===== src/hw/rtl/rsem_pkg.sv =====
package rsem_pkg;

  localparam int LINE_PIXELS = 1024;
  localparam int COL_W = $clog2(LINE_PIXELS);
  localparam int WIDTH_W = COL_W + 1;
  localparam int ROW_W = 12;
  localparam int CFG_WIDTH_W = 11;
  localparam int CFG_HEIGHT_W = 12;
  localparam int QUEUE_DEPTH = 4;
  localparam int QUEUE_PTR_W = $clog2(QUEUE_DEPTH);
  localparam int BANKS = 4;

  localparam logic [15:0] GRAY_R = 16'd19595;
  localparam logic [15:0] GRAY_G = 16'd38470;
  localparam logic [15:0] GRAY_B = 16'd7471;
  localparam logic [7:0] MAG_MAX = 8'd255;

  localparam logic CMD_PIXEL = 1'b0;
  localparam logic CMD_DRAIN = 1'b1;

  localparam logic REG_FRAME_WIDTH = 1'b0;
  localparam logic REG_FRAME_HEIGHT = 1'b1;

  typedef struct packed {
    logic do_write;
    logic [1:0] wrow;
    logic [COL_W-1:0] wcol;
    logic [7:0] red;
    logic [7:0] green;
    logic [7:0] blue;
    logic do_out;
    logic [ROW_W-1:0] y;
    logic [COL_W-1:0] x;
    logic last;
  } task_t;

  typedef struct packed {
    logic [7:0] mag;
    logic last;
  } result_t;

  typedef enum logic [2:0] {
    ST_IDLE,
    ST_WRITE,
    ST_READ,
    ST_GRAD,
    ST_MULT,
    ST_SQRT,
    ST_EMIT
  } back_state_t;

  function automatic logic [WIDTH_W-1:0] eff_width(input logic [CFG_WIDTH_W-1:0] fw);
    logic [WIDTH_W-1:0] w;
    if (fw == '0) begin
      w = WIDTH_W'(1);
    end else if (32'(fw) > LINE_PIXELS) begin
      w = WIDTH_W'(LINE_PIXELS);
    end else begin
      w = WIDTH_W'(fw);
    end
    return w;
  endfunction

  function automatic logic [ROW_W-1:0] eff_height(input logic [CFG_HEIGHT_W-1:0] fh);
    logic [ROW_W-1:0] h;
    if (fh == '0) begin
      h = ROW_W'(1);
    end else begin
      h = ROW_W'(fh);
    end
    return h;
  endfunction

endpackage


===== src/hw/rtl/rsem_queue.sv =====
module rsem_queue (
  input  logic clk,
  input  logic rst,
  input  logic wr,
  input  rsem_pkg::task_t din,
  output logic q_full,
  input  logic rd,
  output rsem_pkg::task_t dout,
  output logic q_empty
);

  rsem_pkg::task_t slots [rsem_pkg::QUEUE_DEPTH];
  logic [rsem_pkg::QUEUE_PTR_W-1:0] wp;
  logic [rsem_pkg::QUEUE_PTR_W-1:0] rp;
  logic [rsem_pkg::QUEUE_PTR_W:0] count;

  assign q_full = (32'(count) == rsem_pkg::QUEUE_DEPTH);
  assign q_empty = (count == '0);
  assign dout = slots[rp];

  always_ff @(posedge clk) begin
    if (wr && !q_full) begin
      slots[wp] <= din;
    end
  end

  always_ff @(posedge clk) begin
    if (rst) begin
      wp <= '0;
      rp <= '0;
      count <= '0;
    end else begin
      if (wr && !q_full) begin
        wp <= wp + 1'b1;
      end
      if (rd && !q_empty) begin
        rp <= rp + 1'b1;
      end
      count <= count + (rsem_pkg::QUEUE_PTR_W+1)'(wr && !q_full)
                     - (rsem_pkg::QUEUE_PTR_W+1)'(rd && !q_empty);
    end
  end

endmodule


===== config.mk =====
export PLATFORM = sky130hd
export DESIGN_NAME = rsem_queue
export DESIGN_NICKNAME = d
export VERILOG_FILES = /design/src/hw/rtl/rsem_pkg.sv /design/src/hw/rtl/rsem_queue.sv
export SDC_FILE = /design/constraint.sdc
export NUM_CORES = 1
export LEC_CHECK = 0
export ABC_CLOCK_PERIOD_IN_PS = 3400
export BUFFER_PORTS_ARGS = -buffer_cell sky130_fd_sc_hd__buf_4
export CAP_MARGIN = 15
export CORE_MARGIN = 1
export CORE_UTILIZATION = 55
export CTS_CLUSTER_DIAMETER = 200
export DETAILED_ROUTE_END_ITERATION = 10
export GPL_ROUTABILITY_DRIVEN = 1
export PLACE_DENSITY_LB_ADDON = 0.25
export SETUP_SLACK_MARGIN = 0.02
export SLEW_MARGIN = 20
export SYNTH_ARGS = -nofsm -noshare
export SYNTH_HDL_FRONTEND = slang
export SYNTH_SLANG_ARGS = --single-unit

===== constraint.sdc =====
create_clock -name clk -period 3.4 [get_ports clk]
set_input_delay 0.17 -clock clk [delete_from_list [all_inputs] [get_ports clk]]
set_output_delay 0.17 -clock clk [all_outputs]
set_load 0.02 [all_outputs]

**After elaboration in Yosys (flattened, before gate mapping)**

Memory sizes are Yosys's and may differ from the RTL's. A register that Yosys moved wholly into a read port is not among the register bits.
Index checks and enable logic that the tools add are counted.

- Equal/unequal tests: 1
- Muxes and demuxes: 4
- Reduce and logical (&&, ||, !) cells: 5
- $add $sub $neg: 4

Operator list:

| kind | count |
|---|---|
| $add A2 B1 Y2 const B | 2 |
| $mux W2 | 2 |
| $add A3 B1 Y3 | 1 |
| $eq A3 B3 Y1 const B | 1 |
| $logic_not A3 Y1 | 1 |
| $sub A3 B1 Y3 | 1 |
| $logic_and A1 B1 Y1 | 2 |
| $logic_not A1 Y1 | 2 |
| $mux W1 | 2 |

- Memories kept: 1
- Register bits after elaboration: 7
- Memory bits (writable): 244
- Input bits: 65

Memories:

| name | words | bits a word | rd ports | clocked after Yosys merged registers in | write ports | line | source |
|---|---|---|---|---|---|---|---|
| slots | 4 | 61 | 1 | 1 | 1 | rsem_queue.sv:12 | `rsem_pkg::task_t slots [rsem_pkg::QUEUE_DEPTH];` |

**Longest topological paths before layout**

Gate-level depths: netlist (run 1).

- Depth in word-level cells: 5
- Mapped depth: 10
- Gate-level depth less buffers: 10

**Least setup slack after synthesis (run 1)**

OpenSTA, ideal clock, no wires.

- Path type: register -> register
- Start point: register count[1] (netlist bit)
- End point: memory slots[0][0] (netlist bit) (enable)
- Slack: 768 ps
- Arrival time: 2206 ps
- Stages on the path, launching flop included: 4
- Clock period less this slack: 2632 ps
- Setup time: 425 ps
- Path through: dfxtp_1 nor3b_2 nor2_2 and2_1

- Longest elaborated chain between the ends: 5

RTL lines:

| item | line | source |
|---|---|---|
| start, declared | rsem_queue.sv:15 | `logic [rsem_pkg::QUEUE_PTR_W:0] count;` |
| start signal, assigned | rsem_queue.sv:39 | `count <= count + (rsem_pkg::QUEUE_PTR_W+1)'(wr && !q_full)` |
| $eq A3 B3 Y1 | rsem_queue.sv:17 | `assign q_full = (32'(count) == rsem_pkg::QUEUE_DEPTH);` |
| via q_full | rsem_queue.sv:6 | `output logic q_full,` |
| $logic_not A1 Y1 | rsem_queue.sv:22 | `if (wr && !q_full) begin` |
| $logic_and A1 B1 Y1 | rsem_queue.sv:22 |  |
| $mux W1 | rsem_queue.sv:22 |  |
| $mux W1 (not written as such) | rsem_queue.sv:23 | `slots[wp] <= din;` |
| end, declared | rsem_queue.sv:12 |  |

The timed path passes the listed nets, and every way through them passes these cells.

==> results of run 1 <==
==> final cells by class <==
class,count,area (µm²)
Antenna cell,1,2.502
Clock buffer,31,648.1
Clock inverter,12,133.9
Fill cell,1027,4710
Inverter,8,30.03
Multi-Input combinational cell,94,1658
Sequential cell,253,7512
Tap cell,220,275.3
Timing Repair Buffer,191,1614
==> cells by family after synthesis <==
group	after synthesis	share of synthesized area
fa+ha+maj	7	0.01017
xor+xnor	3	0.002810
simple gates	17	0.01137
buf+inv	23	0.02127
flops	253	0.8026
compound gates	5	0.003478
mux	62	0.1483
==> state kept, by name, indices dropped and copies added, names as in the netlist, named ones only <==
register and count:
count 3, slots 244, wp 2, rp 2
==> metal layers <==
layer	share of wire	vias to the layer above	wire [µm]	global-route usage
met5	0	-	0	0
met4	0.017	0	272	0.05109
met3	0.055	20	884	0.03640
met2	0.52	123	8345	0.3263
met1	0.41	2279	6500	0.2462
li1	-	1964	-	-
==> through the flow <==
| step | cells | area, µm² | util |
|---|---|---|---|
| final | 810 | 11870 | 0.7160 |
| after global routing | 810 | 11870 | 0.7160 |
| after CTS | 809 | 11870 | 0.7159 |
| after detailed placement | 704 | 10470 | 0.6313 |
| after global placement | 704 | 10470 | 0.6313 |
| after floorplan | 370 | 9354 | - |
==> Yosys cell counts (all sizes together) <==
master / instances
buf: 14
inv: 8
nor2b: 2
a21oi: 2
edfxtp: 244
dfxtp: 9
nand2: 1
xor2: 1
mux4: 61
o21ai: 2
nor2: 4
fa: 1
nand2b: 2
clkbuf: 1
nor3b: 1
mux2i: 1
ha: 6
nor3: 1
o31ai: 1
or3: 2
xnor2: 2
and2: 4
==> worst max-delay path, delay by kind of cell (launching register included) <==
family                 cells  cell delay, ns
buffers and inverters      2            0.56
DFF                        1            0.64
muxes                      1            0.61
==> placed cells by master, fill, tap and decap left out, types with 2 or more instances in the layout <==
cell type	n
clkinv_1	5
dlygate4sd3_1	62
dfxtp_1	7
a21oi_1	2
or3_1	2
nand2b_1	2
bufinv_16	3
mux4_2	60
clkinvlp_4	2
clkinv_2	2
inv_1	8
clkbuf_1	6
ha_1	6
clkbuf_16	25
buf_12	2
xnor2_1	2
o21ai_0	2
edfxtp_1	244
buf_4	127
and2_4	4
nor2b_1	2
nor2_1	3
==> worst min path at each step <==
stage | from | depth (start not counted) | end
3_3_place_gp | din[59] | 1 | slots[1][59]
5_1_grt | rd | 4 | rp[0]
2_1_floorplan | din[0] | 0 | slots[0][0]
4_1_cts | wr | 4 | wp[0]
6_report | wr | 4 | wp[0]
3_5_place_dp | din[15] | 1 | slots[0][15]
==> timing repair <==
action / 4_1_cts / 5_1_grt
hold buffers: 62 / 0
setup buffers: 0 / 0
endpoints found under the hold margin: 252 / 0
==> power groups by stage <==
stage | combinational [mW] | sequential (mW) | clock (mW)
3_5_place_dp | 2.16 | 3.99 | 0
4_1_cts | 2.23 | 3.93 | 2.67
3_3_place_gp | 2.14 | 3.97 | 0
2_1_floorplan | 1.56 | 3.88 | 0
6_report | 2.19 | 3.92 | 2.62
5_1_grt | 2.32 | 3.96 | 2.79
==> metrics.md, run 1 <==
| Metric | Value |
|---|---|
| Outcome | `finished, final reports clean` |
| Area contributors post-synth | `edfxtp_1 78%, mux4_2 14%, dfxtp_1 1.9%` |
| Worst setup SP type | `flip-flop` |
| Area fraction of the dominant cell type after synthesis | `0.7833` |
| Clock Latency Late Sink | `0.50 ns` |
| Capture point of the critical path | `dout[59]` |
| Crit Path Class | `flip-flop to output port` |
| Cells on worst reg2reg path | `10` |
| Share of power burned in the clock network | `0.300` |
| Netlist cell types | `27` |
| Clock sinks | `253` |
| Final hold slack | `0.05354 ns` |
| Cts repair resizes | `0` |
| Post-Syn Instances | `370` |
| Worst-Margin Slew | `0.9538 ns` |
| Post-Syn Area | `9354 µm²` |
| Synth warn | `0` |
| Comb power frac | `0.251` |
| CTS max path bufs | `3` |
| Synth-to-Final Area Change | `26.94%` |
| Crit Path Max Fanout | `40` |
| Setup TNS | `0 ns` |
| Worst setup EP type | `output port` |
| Die area | `17530 µm²` |
| Num ports | `128` |
| DRT Pass-1 Iters | `4` |
| Flop2flop setup slack | `1.13 ns` |
| Power per Cell Area | `734.7 nW/µm²` |
| Initial antenna violation count | `1` |
| Max-cap check violation count | `0` |
| Row count | `47` |
| Initial DRC count | `269` |
| P_leak | `4.044 nW` |
| Switching pwr | `2.312 mW` |
| Yosys reg bits | `253` |
| Slew HR | `0.3641` |
| Clk slew on worst S/H paths | `0.06 ns` |
| CTS root buf | `clkbuf_16` |
| Die Span X | `132.4 µm` |
| Worst vdd ir | `0.5080 mV` |
| Initial core utilization | `0.5641` |
| Arr. time, crit path | `2.35 ns` |
| Share of post-route cells with drive strength above 1 | `0.3922` |
| Total Wirelength | `16000 µm` |
| CP required | `3.23 ns` |
| Min-delay worst type | `primary input to flip-flop` |
| Int Pwr | `6.411 mW` |
| Final setup fails | `0` |
| Worst-path cell chain | `buf_12 -> mux4_1 -> buf_4` |
| Max Fclk | `396.6 MHz` |
| Sw Ratio | `0.2651` |
| Antenna viol nets, final | `0` |
| Final Cycle Share | `0.7416` |
| DR vias/cell | `5.415` |
| Critical-path top delay cell | `dfxtp_4` |
| First-pass GRT wire length | `24770 µm` |
| CTS tree | `built` |
| Detailed placement HPWL | `8843 µm` |
| Routability cong. | `0.6790` |
| Worst R2R End | `count[2]` |
| Post-synthesis sequential area ratio | `0.8026` |
| Total grt overflow | `0` |
| Sequential share of power | `0.449` |
| Pin count of the biggest net entering global routing | `62` |
| Syn nets | `442` |
| Nets@finish | `645` |
| Inserted Clock Buffers | `25` |
| Die height | `132.4 µm` |
| Fin crit period | `2.521 ns` |
| Leading area contributor after synthesis | `edfxtp_1` |
| Pwr Total | `8.724 mW` |
| Via Count | `4386` |
| Area of the core | `16580 µm²` |
| Worst r2r src | `count[1]` |
| Routed len/inst | `19.76 µm` |
| DRC violations left | `0` |
| Fin. Hold Viols | `0` |
| # H-tree levels | `1` |
| Critical path's largest stage delay | `0.64 ns` |
| Worst setup margin | `0.8787 ns` |
| RSZ-0062 raised after global routing | `false` |
| Global Route Usage Sum | `0.1881` |
| Vias in the first global route | `4673` |
| Slew Viols, Final | `0` |
| Port Buf Inserts | `127` |
| Synthesized area per cell | `25.28 µm²` |
| Skew final | `0.005380 ns` |
| Dpl ws | `1.129 ns` |
Power figures use the tool's default switching activity.
==> run 2, diff against run 1 <==
--- a/config.mk
+++ b/config.mk
@@ -5,7 +5,7 @@
 export SDC_FILE = /design/constraint.sdc
 export NUM_CORES = 1
 export LEC_CHECK = 0
-export ABC_CLOCK_PERIOD_IN_PS = 3400
+export ABC_CLOCK_PERIOD_IN_PS = 2400
 export BUFFER_PORTS_ARGS = -buffer_cell sky130_fd_sc_hd__buf_4
 export CAP_MARGIN = 15
 export CORE_MARGIN = 1
==> constraint.sdc (replaced) <==
create_clock -name clk -period 2.4 [get_ports clk]
set_input_delay 0.12 -clock clk [delete_from_list [all_inputs] [get_ports clk]]
set_output_delay 0.12 -clock clk [all_outputs]
set_load 0.02 [all_outputs]
==> run 2 against run 1 <==
Cell area rose by 1.3%. Global-route usage up 1.1 points. Sequential cell count is the same. Clock skew grew 0.0035 ns. Highest routed layer unchanged. Critical path type is now flip-flop to flip-flop. Critical endpoint is now count[2].
==> metrics.md, run 2 (synthesis results as in run 1) <==
| Metric | Value |
|---|---|
| Worst setup EP type | `flip-flop` |
| DRC violations left | `0` |
| Initial DRC count | `267` |
| DP Area | `10650 µm²` |
| Nets@finish | `662` |
| Power per Cell Area | `1020 nW/µm²` |
| Total Wirelength | `16800 µm` |
| CTS root buf | `clkbuf_16` |
| Worst-Margin Slew | `0.3846 ns` |
| Vias in the first global route | `4747` |
| RSZ-0062 raised after global routing | `false` |
| Die Span X | `132.4 µm` |
| Final Cycle Share | `0.9090` |
| Fin. Hold Viols | `0` |
| Most frequent cells in the layout | `244 x edfxtp_1, 137 x buf_4, 64 x dlygate4sd3_1, 60 x mux4_2, 25 x clkbuf_16` |
| Arr. time, crit path | `2.58 ns` |
| Worst vdd ir | `0.6857 mV` |
| Port Buf Inserts | `127` |
| CP required | `2.79 ns` |
| Critical-path top delay cell | `dfxtp_1` |
| Setup Fix Bufs, Post-CTS | `0` |
| Num ports | `128` |
| P_leak | `4.126 nW` |
| Slew HR | `0.7436` |
| Setup TNS | `0 ns` |
| Min-delay worst type | `primary input to flip-flop` |
| Die area | `17530 µm²` |
| Detailed placement HPWL | `10120 µm` |
| Row count | `47` |
| Final setup fails | `0` |
| Most common cell after layout, fill and taps aside | `edfxtp_1` |
| # H-tree levels | `1` |
| Share of post-route cells with drive strength above 1 | `0.4026` |
| Final hold slack | `0.05963 ns` |
| Clock Latency Late Sink | `0.50 ns` |
| Clock sinks | `253` |
| Most flop-heavy register | `slots` |
| Critical path's largest stage delay | `0.45 ns` |
| Crit Path Class | `flip-flop to flip-flop` |
| Slew Viols, Final | `0` |
| Global Route Usage Sum | `0.1990` |
| Fin util | `0.7253` |
| Inserted Clock Buffers | `25` |
| Worst-path cell chain | `nor3b_4 -> nor2_4 -> inv_1 -> ha_1 -> inv_1 -> ha_1 -> fa_1 -> xnor2_1 -> xnor2_1 -> nor2_1` |
| Skew final | `0.008870 ns` |
| Synth-to-Final Area Change | `28.58%` |
| Fin crit period | `2.182 ns` |
| Initial antenna violation count | `1` |
| First-pass GRT wire length | `26250 µm` |
| Max FFs per register | `244` |
| Crit Path Max Fanout | `6` |
| Worst setup SP type | `flip-flop` |
| Routability cong. | `0.6878` |
| DR vias/cell | `5.328` |
| CTS max path bufs | `3` |
| Via Count | `4406` |
| CP top delay family | `adder cells` |
| Finished Cell Area | `12030 µm²` |
| CTS tree | `built` |
| Max-cap check violation count | `0` |
| Die height | `132.4 µm` |
| Pin count of the biggest net entering global routing | `31` |
| Total grt overflow | `0` |
| Routed len/inst | `20.31 µm` |
| Antenna viol nets, final | `0` |
| Outcome | `finished, final reports clean` |
| CP bufs+invs | `2` |
| Largest regs | `slots (244), count (3)` |
| DRT Pass-1 Iters | `5` |
| Clk slew on worst S/H paths | `0.06 ns` |
| Initial core utilization | `0.5641` |
| Area of the core | `16580 µm²` |
| Max Fclk | `458.4 MHz` |
run 2: path summary, 6_finish.rpt:
path                                from   endpoint  slack (ns)  depth (start not counted)
worst min-delay path                  wr      wp[0]        0.06                          4
worst max register to register  count[0]   count[2]        0.22                         10
worst max-delay path            count[0]   count[2]        0.22                         10
worst min register to register     rp[1]  flip-flop        0.50                          2
run 2: timing repair:
| item | in CTS | in global routing |
|---|---|---|
| hold buffers | 64 | 0 |
| resized for setup | 0 | 3 |
| hold endpoints to repair | 253 | 0 |
| setup endpoints to repair | 0 | 1 |
run 2: power breakdown:
| group | total, mW | switching, mW | internal, mW |
|---|---|---|---|
| combinational | 3.29 | 1.64 | 1.64 |
| sequential | 5.51 | 0.201 | 5.31 |
| clock | 3.47 | 1.45 | 2.02 |
run 2: final cells by class:
| type | count | area, µm² |
|---|---|---|
| diodes | 1 | 2.502 |
| clock inverters | 8 | 62.56 |
| clock buffers | 35 | 663.1 |
| inverters | 8 | 30.03 |
| multi-input cells | 94 | 1669 |
| flip-flops and latches | 253 | 7516 |
| fillers | 991 | 4556 |
| repair buffers | 208 | 1809 |
| well taps | 220 | 275.3 |
run 2: tightest hold or removal path, stage by stage:
cell and delay (ns):
buf_4 0.08, inv_1 0.07, o21ai_0 0.17, a21oi_1 0.07
run 2: through the flow:
| stage | worst slack, ns | std cells | total power, mW |
|---|---|---|---|
| 3_5_place_dp | 0.09679 | 719 | 8.831 |
| 2_1_floorplan | 0.2432 | 370 | 7.689 |
| 6_report | 0.2184 | 827 | 12.27 |
| 5_1_grt | 0.02962 | 827 | 12.79 |
| 3_3_place_gp | 0.2798 | 719 | 8.751 |
| 4_1_cts | 0.06899 | 826 | 12.40 |
run 2: metal layers:
layer / track usage / vias up / share of wire
met2: 0.3515 / 136 / 0.54
met4: 0.05683 / 0 / 0.015
met3: 0.03333 / 22 / 0.052
met5: 0 / - / 0
met1: 0.2568 / 2251 / 0.39
li1: - / 1997 / -
