**src/hw/rtl/rsem_pkg.sv**
```systemverilog
package rsem_pkg;

  localparam int LINE_PIXELS = 1024;
  localparam int COL_W = $clog2(LINE_PIXELS);
  localparam int WIDTH_W = COL_W + 1;
  localparam int ROW_W = 12;
  localparam int CFG_WIDTH_W = 11;
  localparam int CFG_HEIGHT_W = 12;
  localparam int QUEUE_DEPTH = 4;
  localparam int QUEUE_PTR_W = $clog2(QUEUE_DEPTH);
  localparam int BANKS = 4;

  localparam logic [15:0] GRAY_R = 16'd19595;
  localparam logic [15:0] GRAY_G = 16'd38470;
  localparam logic [15:0] GRAY_B = 16'd7471;
  localparam logic [7:0] MAG_MAX = 8'd255;

  localparam logic CMD_PIXEL = 1'b0;
  localparam logic CMD_DRAIN = 1'b1;

  localparam logic REG_FRAME_WIDTH = 1'b0;
  localparam logic REG_FRAME_HEIGHT = 1'b1;

  typedef struct packed {
    logic do_write;
    logic [1:0] wrow;
    logic [COL_W-1:0] wcol;
    logic [7:0] red;
    logic [7:0] green;
    logic [7:0] blue;
    logic do_out;
    logic [ROW_W-1:0] y;
    logic [COL_W-1:0] x;
    logic last;
  } task_t;

  typedef struct packed {
    logic [7:0] mag;
    logic last;
  } result_t;

  typedef enum logic [2:0] {
    ST_IDLE,
    ST_WRITE,
    ST_READ,
    ST_GRAD,
    ST_MULT,
    ST_SQRT,
    ST_EMIT
  } back_state_t;

  function automatic logic [WIDTH_W-1:0] eff_width(input logic [CFG_WIDTH_W-1:0] fw);
    logic [WIDTH_W-1:0] w;
    if (fw == '0) begin
      w = WIDTH_W'(1);
    end else if (32'(fw) > LINE_PIXELS) begin
      w = WIDTH_W'(LINE_PIXELS);
    end else begin
      w = WIDTH_W'(fw);
    end
    return w;
  endfunction

  function automatic logic [ROW_W-1:0] eff_height(input logic [CFG_HEIGHT_W-1:0] fh);
    logic [ROW_W-1:0] h;
    if (fh == '0) begin
      h = ROW_W'(1);
    end else begin
      h = ROW_W'(fh);
    end
    return h;
  endfunction

endpackage

```
**src/hw/rtl/rsem_front.sv**
```systemverilog
module rsem_front (
  input  logic clk,
  input  logic rst,
  input  logic push,
  input  logic cmd,
  input  logic [7:0] red,
  input  logic [7:0] green,
  input  logic [7:0] blue,
  input  logic [rsem_pkg::CFG_WIDTH_W-1:0] frame_width,
  input  logic [rsem_pkg::CFG_HEIGHT_W-1:0] frame_height,
  input  logic q_full,
  output logic full,
  output logic q_wr,
  output rsem_pkg::task_t q_din
);

  logic [rsem_pkg::COL_W-1:0] in_col, in_col_next;
  logic [rsem_pkg::ROW_W-1:0] in_row, in_row_next;
  logic [rsem_pkg::COL_W-1:0] out_col, out_col_next;
  logic [rsem_pkg::ROW_W-1:0] out_row, out_row_next;
  logic [rsem_pkg::WIDTH_W-1:0] lead, lead_next;

  logic [rsem_pkg::WIDTH_W-1:0] w;
  logic [rsem_pkg::ROW_W-1:0] h;
  logic accept, in_frame, skip, lead_done;
  logic [rsem_pkg::WIDTH_W-1:0] col_inc, ocol_inc;
  logic [rsem_pkg::ROW_W:0] orow_inc;

  assign full = q_full;
  assign accept = push && !q_full;

  always_comb begin
    w = rsem_pkg::eff_width(frame_width);
    h = rsem_pkg::eff_height(frame_height);
    in_frame = (in_row < h);
    skip = in_frame && (cmd == rsem_pkg::CMD_DRAIN);
    lead_done = ({1'b0, lead} >= ({1'b0, w} + 1'b1));
    col_inc = {1'b0, in_col} + 1'b1;
    ocol_inc = {1'b0, out_col} + 1'b1;
    orow_inc = {1'b0, out_row} + 1'b1;

    in_col_next = in_col;
    in_row_next = in_row;
    out_col_next = out_col;
    out_row_next = out_row;
    lead_next = lead;

    q_din.do_write = in_frame && (cmd == rsem_pkg::CMD_PIXEL);
    q_din.wrow = in_row[1:0];
    q_din.wcol = in_col;
    q_din.red = red;
    q_din.green = green;
    q_din.blue = blue;
    q_din.do_out = !skip && lead_done;
    q_din.y = out_row;
    q_din.x = out_col;
    q_din.last = (orow_inc >= {1'b0, h}) && (ocol_inc >= w);

    if (q_din.do_write) begin
      if (col_inc >= w) begin
        in_col_next = '0;
        in_row_next = in_row + 1'b1;
      end else begin
        in_col_next = col_inc[rsem_pkg::COL_W-1:0];
      end
    end

    if (!skip) begin
      if (!lead_done) begin
        lead_next = lead + 1'b1;
      end else if (q_din.last) begin
        in_col_next = '0;
        in_row_next = '0;
        out_col_next = '0;
        out_row_next = '0;
        lead_next = '0;
      end else if (ocol_inc >= w) begin
        out_col_next = '0;
        out_row_next = out_row + 1'b1;
      end else begin
        out_col_next = ocol_inc[rsem_pkg::COL_W-1:0];
      end
    end

    q_wr = accept && (q_din.do_write || q_din.do_out);
  end

  always_ff @(posedge clk) begin
    if (rst) begin
      in_col <= '0;
      in_row <= '0;
      out_col <= '0;
      out_row <= '0;
      lead <= '0;
    end else if (accept) begin
      in_col <= in_col_next;
      in_row <= in_row_next;
      out_col <= out_col_next;
      out_row <= out_row_next;
      lead <= lead_next;
    end
  end

endmodule

```
**config.mk**
```make
export PLATFORM = sky130hd
export DESIGN_NAME = rsem_front
export DESIGN_NICKNAME = d
export VERILOG_FILES = /design/src/hw/rtl/rsem_pkg.sv /design/src/hw/rtl/rsem_front.sv
export SDC_FILE = /design/constraint.sdc
export NUM_CORES = 1
export LEC_CHECK = 0
export ABC_AREA = 1
export BUFFER_PORTS_ARGS = -buffer_cell sky130_fd_sc_hd__buf_2
export CORE_MARGIN = 1
export CORE_UTILIZATION = 50
export DETAILED_ROUTE_END_ITERATION = 10
export PLACE_DENSITY = 0.74
export SLEW_MARGIN = 20
export SYNTH_ARGS = -nofsm -noshare
export SYNTH_HDL_FRONTEND = slang
export SYNTH_SLANG_ARGS = --single-unit
export TNS_END_PERCENT = 50
```
**constraint.sdc**
```tcl
create_clock -name clk -period 6 [get_ports clk]
set_input_delay 0.3 -clock clk [delete_from_list [all_inputs] [get_ports clk]]
set_output_delay 0.3 -clock clk [all_outputs]
set_load 0.01 [all_outputs]
```
# Yosys cells after proc, flatten, opt, wreduce, memory -nomap -nowiden

Cells that the tools add are included.

Register bits: 55
Input port bits: 52
Output and inout port bits: 63

Add/subtract/negate cells: 7
Magnitude comparators: 6
Equal/unequal tests: 1
Multiplexer cells: 19
Bitwise logic cells: 2
Reductions and logical operators: 15

Operators by type and width:

| operator                | count |
|---|---|
| $mux W12                | 8 |
| $mux W10                | 7 |
| $mux W11                | 4 |
| $add A12 B1 Y12 const B | 2 |
| $add A10 B1 Y11 const B | 2 |
| $ge A11 B11 Y1          | 2 |
| $add A12 B1 Y13 const B | 1 |
| $ge A13 B12 Y1          | 1 |
| $add A11 B1 Y12 const B | 1 |
| $ge A11 B12 Y1          | 1 |
| $logic_not A12 Y1       | 1 |
| $lt A12 B12 Y1          | 1 |
| $add A11 B1 Y11 const B | 1 |
| $gt A11 B11 Y1 const B  | 1 |
| $logic_not A11 Y1       | 1 |
| $logic_and A1 B1 Y1     | 6 |
| $reduce_and A3 Y1       | 2 |
| $reduce_and A4 Y1       | 1 |
| $logic_not A1 Y1        | 2 |
| $ne A2 B2 Y1 const B    | 1 |
| $not A1 Y1              | 2 |
| $reduce_bool A2 Y1      | 1 |
| $logic_or A1 B1 Y1      | 1 |

# Logic depth before layout (Yosys ltp)

Gate-level depths: netlist (run 1).

Depth in word-level cells: 9
Depth in mapped cells: 25
Gate-level depth less buffers: 24

# Worst setup path before layout (run 1)

OpenSTA, ideal clock, no wires.

Path type: input to output
Start point: input frame_width[6] in the netlist's numbering
End point: output q_wr
Arrival: 3,198 ps
Required time: 5,700 ps
Path slack: 2,502 ps
Stages: 22
Buffers on the path: 1
Path through: nor2_1 -> nand3_1 -> nor2_2 -> nor2_2 -> inv_1 -> nand2_1 -> inv_1 -> ha_1 -> inv_1 -> nor3_2 -> nand2_1 -> nor2_2 -> nand4_1 -> o21ai_1 -> inv_1 -> ha_1 -> and3_1 -> nand3_1 -> nand4_1 -> clkbuf_1 -> a21oi_1 -> nor2_1

Word-level cells in the longest chain between the ends: 8
Elaborated cells between the ends (all ways): 9

Ends and longest elaborated chain:

| what                  | RTL line         | RTL |
|---|---|---|
| from (decl)           | rsem_front.sv:9  | `input logic [rsem_pkg::CFG_WIDTH_W-1:0] frame_width,` |
| $gt A11 B11 Y1        | rsem_pkg.sv:56   | `end else if (32'(fw) > LINE_PIXELS) begin` |
| $mux W11              | rsem_pkg.sv:56   |  |
| $mux W11 *            | rsem_pkg.sv:54   | `if (fw == '0) begin` |
| $add A11 B1 Y12 *     | rsem_front.sv:37 | `lead_done = ({1'b0, lead} >= ({1'b0, w} + 1'b1));` |
| $ge A11 B12 Y1 *      | rsem_front.sv:37 |  |
| $logic_and A1 B1 Y1 * | rsem_front.sv:54 | `q_din.do_out = !skip && lead_done;` |
| $logic_or A1 B1 Y1 *  | rsem_front.sv:85 | `q_wr = accept && (q_din.do_write \|\| q_din.do_out);` |
| $logic_and A1 B1 Y1 * | rsem_front.sv:85 |  |
| to (decl)             | rsem_front.sv:13 | `output logic q_wr,` |

Every way passes the cells marked *; elsewhere a longest branch is shown, timed or not.

# Worst setup path after layout (run 1)

Start point: input frame_width[4] in the netlist's numbering
End point: register out_row[4] in the netlist's numbering

Word-level cells in the longest chain between the ends: 7
Elaborated cells between the ends (all ways): 11

Ends and longest elaborated chain:

| what                                                    | RTL line         | RTL |
|---|---|---|
| $gt A11 B11 Y1                                          | rsem_pkg.sv:56   |  |
| $mux W11                                                | rsem_pkg.sv:56   |  |
| $mux W11 *                                              | rsem_pkg.sv:54   |  |
| branches (longest 4 deep; another with $add A11 B1 Y12) | -                |  |
| to (signal assigned)                                    | rsem_front.sv:99 | `out_row <= out_row_next;` |
| to (decl)                                               | rsem_front.sv:20 | `logic [rsem_pkg::ROW_W-1:0] out_row, out_row_next;` |

Every way passes the cells marked *.
A chain may end at the register's enable or synchronous reset.

==> impl_metrics.py, run 1 <==
metrics = {
    "placed_design": {
        "gp_congestion": 0.901,
        "io_buffers": 66,
        "place_area_sq_um": 5620,
        "place_hpwl_mm": 9.92,
    },
    "critical_path": {
        "worstSetupEndpointType": "flip-flop",
        "cp-startpoint": "frame_width[4]",
        "endpoint": "out_row[4]",
        "cp.arrival_ps": 4210,
        "ff2ff_setup_slack_ps": 2320,
        "crit_top_cell": "inv_1",
        "reg2reg_to": "in_row[1]",
        "critPathTopFamily": "simple AND/OR/NAND/NOR gates",
        "crit_buf_inv": 6,
        "required_ps": 6180,
        "crit_cells": 25,
        "worstPathMaxFanout": 21,
        "max_stage_delay_ps": 590,
        "reg2regPathDepth": 15,
        "worst_path_max_delay_cell": "nand3b_1",
        "critPathKind": "input port to flip-flop",
        "rr_startpoint": "in_col[0]",
        "startpoint_type": "input port",
    },
    "global_routing": {
        "grt_pass1_vias": 4545,
        "antenna_found_initial": 0,
        "grt_max_degree": 33,
        "overflow": 0,
        "gr-usage-all-layers_pct": 23.1,
        "grt_pass1_wl_mm": 21.3,
    },
    "synthesis": {
        "synthDistinctLibCells": 40,
        "synthesis.instances": 805,
        "synth-seq-cells": 55,
        "synth.largest_area_cell": "dfxtp_1",
        "synthMostInstantiatedCell": "nand2_1",
        "syn_area_sq_um": 5440,
        "synthTopCellsByCount": "144 x nand2_1, 103 x inv_1, 85 x nor2_1",
        "postSynth.asyncResetShare_pct": 0,
        "synth_area_leaders": "dfxtp_1 20%, ha_1 14%, nand2_1 9.9%, inv_1 7.1%, nand3_1 5.9%",
        "yosys_warnings": 0,
        "synth_edf_count": 0,
        "ys_seq_area_share_pct": 20.3,
        "synth_top_area_share_pct": 20.3,
        "avgSynthCellArea_sq_um": 6.75,
        "synth_nets": 919,
        "synth_flop_cell": "dfxtp_1",
    },
    "final_layout": {
        "syn_to_final_growth_pct": 5.29,
        "stdcell_area_sq_um": 5720,
        "antenna_cells": 0,
        "post-route-util_pct": 54.9,
        "drive_gt1_share_pct": 16.2,
        "final_net_count": 946,
    },
    "clock_tree": {
        "clockRootBuffer": "clkbuf_8",
        "cts_setup_buffers": 0,
        "cts_tree": "done",
        "cts.clk_slew.worst_paths_ps": 110,
        "cts_hold_buf": 0,
        "cts_max_level": 2,
        "clock-sinks": 55,
        "clock_latency_ps": 310,
        "cts_resized": 0,
        "clk_path_buf_depth": 2,
        "numCtsBuffers": 5,
    },
    "route": {
        "vias_per_cell": 5.19,
        "drt-total-wl_mm": 12.7,
        "ant_nets": 0,
        "drcViolationCount": 0,
        "wl_per_cell_um": 13.1,
        "drtIter0Drc": 316,
        "drt_first_pass_iters": 5,
        "num_vias": 5027,
    },
    "die": {
        "design.core.area_sq_um": 10400,
        "ioPinCount": 115,
        "fp.dieArea_sq_um": 11300,
        "initial_utilization_pct": 52.2,
        "rows": 37,
        "fp.dieH_um": 106,
        "die_w_um": 106,
    },
    "timing": {
        "fin_tns_setup_ps": 0,
        "max_freq_ghz": 0.248,
        "min_period_over_period_pct": 67.2,
        "final-hold-violation-count": 0,
        "setup_viol": 0,
        "skew_ps": 9.04,
        "period_needed_ps": 4030,
        "slew_headroom_pct": 40.3,
        "rsz0062_at_grt": "no",
        "worst_pin_slew_ps": 895,
        "final_max_slew_viol_count": 0,
    },
    "run": {
        "cap_violations": 0,
    },
    "outcome": {
        "status": "finished, final reports clean",
    },
    "power_and_ir_drop": {
        "power_leakage_nw": 2.79,
        "totalPowerFinal_w": 0.000700,
        "p_per_area_nw_per_um2": 122,
        "vdd_drop_max_mv": 0.0812,
    },
    "min_path": {
        "hp-class": "input port to flip-flop",
    },
}
==> worst register-to-register path: cells and delay by family (launching register included) <==
kind            cells  cell delay [ps]
fa+ha+maj           2              570
flops               1              580
compound gates      4              840
buf+inv             1               50
simple gates        8             1570
==> cell type report <==
class / instances / area, sq um
clock buffers: 6 / 82.6
multi-input cells: 593 / 3600
flip-flops and latches: 55 / 1100
fillers: 1113 / 4690
clock inverters: 2 / 16.3
well taps: 136 / 170
inverters: 110 / 418
repair buffers: 67 / 338
==> worst min path at each step <==
stage,cells after the start,start,endpoint
after floorplan,1,rst,in_col[0]
after global placement,2,in_row[10],in_row[10]
after detailed placement,2,in_row[10],in_row[10]
after CTS,4,q_full,in_col[1]
after global routing,4,q_full,in_col[1]
final,4,q_full,in_row[1]
==> registers in the layout, indices dropped and copies added (netlist names) <==
register / count
in_col: 10
out_row: 12
in_row: 12
out_col: 10
lead: 11
==> layout by cell type (no fill, tap or decap), types with 4 or more instances in the layout <==
master | synthesis | final
clkbuf_8 | 0 | 6
inv_1 | 103 | 103
buf_2 | 3 | 66
nand4_1 | 30 | 30
o21ai_0 | 23 | 23
xor2_1 | 30 | 30
inv_2 | 6 | 6
ha_1 | 62 | 62
nor2_4 | 4 | 4
nand2_4 | 7 | 7
nor2_2 | 9 | 9
a21oi_2 | 9 | 9
nand3b_1 | 5 | 5
dfxtp_1 | 55 | 55
nand3_1 | 64 | 64
nor3_1 | 13 | 13
nand2_1 | 144 | 144
nand2_2 | 13 | 13
xnor2_1 | 7 | 7
nor2_1 | 85 | 85
a21oi_1 | 62 | 62
a21boi_0 | 4 | 4
==> cell families after synthesis <==
logic type	synth area share (%)
compound gates	10.7
xor+xnor	5.96
fa+ha+maj	14.3
buf+inv	13.6
flops	20.3
simple gates	35.2
==> power by group <==
part	leakage [nW]	switching, W	internal [W]
clock network	0.0474	0.000131	0.0000947
logic	2.30	0.0000720	0.0000344
registers	0.443	0.00000227	0.000366
total	2.79	0.000205	0.000495
==> routing by layer <==
| metal | GRT usage, % | share of wire, % | vias to the layer above |
|---|---|---|---|
| met1 | 31.4 | 48 | 2237 |
| met4 | 6.05 | 1.4 | 0 |
| met2 | 38.6 | 46 | 108 |
| li1 | - | - | 2668 |
| met5 | 0 | 0 | - |
| met3 | 2.64 | 4.2 | 14 |
==> through the flow <==
| step | hold WS, ps | setup slack [ps] | cells |
|---|---|---|---|
| after CTS | 464 | 2000 | 969 |
| after detailed placement | 486 | 1680 | 961 |
| final | 466 | 1970 | 969 |
| after global routing | 509 | 1470 | 969 |
| after floorplan | 369 | 2500 | 805 |
| after global placement | 478 | 1840 | 961 |
(Power assumes the default switching activity.)
==> run 2, diff against run 1 <==
Settings changed: PLACE_DENSITY 0.74 to 0.77.
Clock period 6 ns to 3.5 ns, I/O delays scaled along.
==> impl_metrics.py, run 2 (synthesis gave the netlist of run 1 again) <==
metrics = {
    "outcome": {
        "status": "finished, final reports clean",
    },
    "power_and_ir_drop": {
        "p_per_area_nw_per_um2": 202,
        "power_leakage_nw": 2.91,
        "vdd_drop_max_mv": 0.154,
    },
    "timing": {
        "hold_slack_ps": 350,
        "max_freq_ghz": 0.299,
        "postLayoutSetupSlackWorst_ps": 160,
        "worst_pin_slew_ps": 721,
        "final-hold-violation-count": 0,
        "final_max_slew_viol_count": 0,
        "min_period_over_period_pct": 95.4,
        "period_needed_ps": 3340,
        "setup_viol": 0,
        "skew_ps": 10.4,
        "slew_headroom_pct": 52.0,
    },
    "route": {
        "drcViolationCount": 0,
        "wl_per_cell_um": 13.5,
        "ant_nets": 0,
        "drt_first_pass_iters": 5,
        "drtIter0Drc": 415,
        "num_vias": 5258,
        "drt-total-wl_mm": 13.3,
        "vias_per_cell": 5.31,
    },
    "global_routing": {
        "antenna_found_initial": 0,
        "overflow": 0,
        "gr-usage-all-layers_pct": 23.3,
        "grt_pass1_wl_mm": 21.6,
        "grt_max_degree": 33,
        "grt_pass1_vias": 4650,
    },
    "critical_path": {
        "required_ps": 3320,
        "crit_chain": "buf_2, nor2_2, nand3_1, nor2_2, nor2_2, buf_6, nor2_4, inv_4, nor3_4, nand3_2, nor3_4, nand3_2, xor2_1, inv_1, ha_4, a21o_1, a21oi_1, nand4_1, buf_6, a21oi_4, nor2_2, buf_2",
        "worstSetupEndpointType": "output port",
        "cp.arrival_ps": 3170,
        "cp-startpoint": "frame_width[4]",
        "rr_startpoint": "out_col[0]",
        "worstPathMaxFanout": 5,
        "startpoint_type": "input port",
        "crit_top_cell": "nor2_2",
        "critPathKind": "input port to output port",
        "max_stage_delay_ps": 230,
        "worst_path_max_delay_cell": "nor3_4",
    },
    "clock_tree": {
        "clock_latency_ps": 320,
        "numCtsBuffers": 5,
        "cts_tree": "done",
        "clk_path_buf_depth": 2,
        "clock-sinks": 55,
        "clockRootBuffer": "clkbuf_8",
        "cts_max_level": 2,
    },
    "final_layout": {
        "antenna_cells": 0,
        "layout_common_cells": "144 x nand2_1, 101 x inv_1, 82 x nor2_1",
        "fill_cells": 1024,
        "multi_input_area_sq_um": 3670,
        "drive_gt1_share_pct": 19.6,
        "syn_to_final_growth_pct": 9.32,
        "largest_registers": "in_row x12, out_row x12, lead x11",
        "seq_area_sq_um": 1100,
        "final_common_cell": "nand2_1",
        "post-route-util_pct": 57.0,
        "instances_no_fill": 990,
        "final_net_count": 967,
    },
    "die": {
        "fp.dieH_um": 106,
        "rows": 37,
        "initial_utilization_pct": 52.2,
        "die_w_um": 106,
        "design.core.area_sq_um": 10400,
        "ioPinCount": 115,
        "fp.dieArea_sq_um": 11300,
    },
    "placed_design": {
        "io_buffers": 66,
        "gp_congestion": 0.916,
        "dp_cells": 973,
        "dp_slack_ps": 25.9,
        "place_hpwl_mm": 10.1,
    },
    "min_path": {
        "hp-class": "input port to output port",
        "min-delay-start": "green[4]",
    },
    "run": {
        "cap_violations": 0,
    },
}
-- run 2: worst paths after layout --
path                end  depth (start not counted)  slack [ps]
min           q_din[36]                          0         350
max                q_wr                         22         160
max reg2reg  out_row[4]                         15         370
min reg2reg  in_row[10]                          2         500
-- run 2: final cells by class --
type / instances / area share [%]
Clock inverter: 3 / 0.253
Inverter: 110 / 7.08
Tap cell: 136 / 2.86
Timing Repair Buffer: 88 / 8.42
Sequential cell: 55 / 18.5
Multi-Input combinational cell: 593 / 61.7
Clock buffer: 5 / 1.16
-- run 2: power by group --
part | switching, W | total (W) | internal (W)
Clock | 0.000226 | 0.000365 | 0.000138
Combinational | 0.000134 | 0.000205 | 0.0000710
Sequential | 0.00000218 | 0.000630 | 0.000627
-- run 2: metal layers --
metal | vias up | GRT usage (%) | wire length (um)
li1 | 2719 | - | -
met1 | 2406 | 31.0 | 6260
met2 | 121 | 40.5 | 6420
met3 | 12 | 2.58 | 530
met4 | 0 | 4.96 | 106
met5 | - | 0 | 0
-- run 2: critical path, delay by kind of cell --
| kind | cells | cell delay, ps |
|---|---|---|
| xor gates and xnor gates | 1 | 140 |
| AOI/OAI and AO/OA | 3 | 380 |
| and+or+nand+nor | 11 | 1440 |
| adders and majority gates | 1 | 210 |
| buffers and inverters | 6 | 790 |
-- run 2: timing repair --
action,4_1_cts,5_1_grt
hold endpoints to repair,0,0
gates resized for setup,0,17
hold buffers,0,0
buffers inserted,0,8
endpoints found under the setup margin,0,2
-- run 2: stage by stage --
step	cell area [sq um]	power, W	setup TNS [ps]
2_1_floorplan	5440	0.000801	0
3_3_place_gp	5710	0.000834	0
3_5_place_dp	5710	0.000836	0
4_1_cts	5800	0.00118	0
5_1_grt	5940	0.00125	-723
6_report	5940	0.00120	0
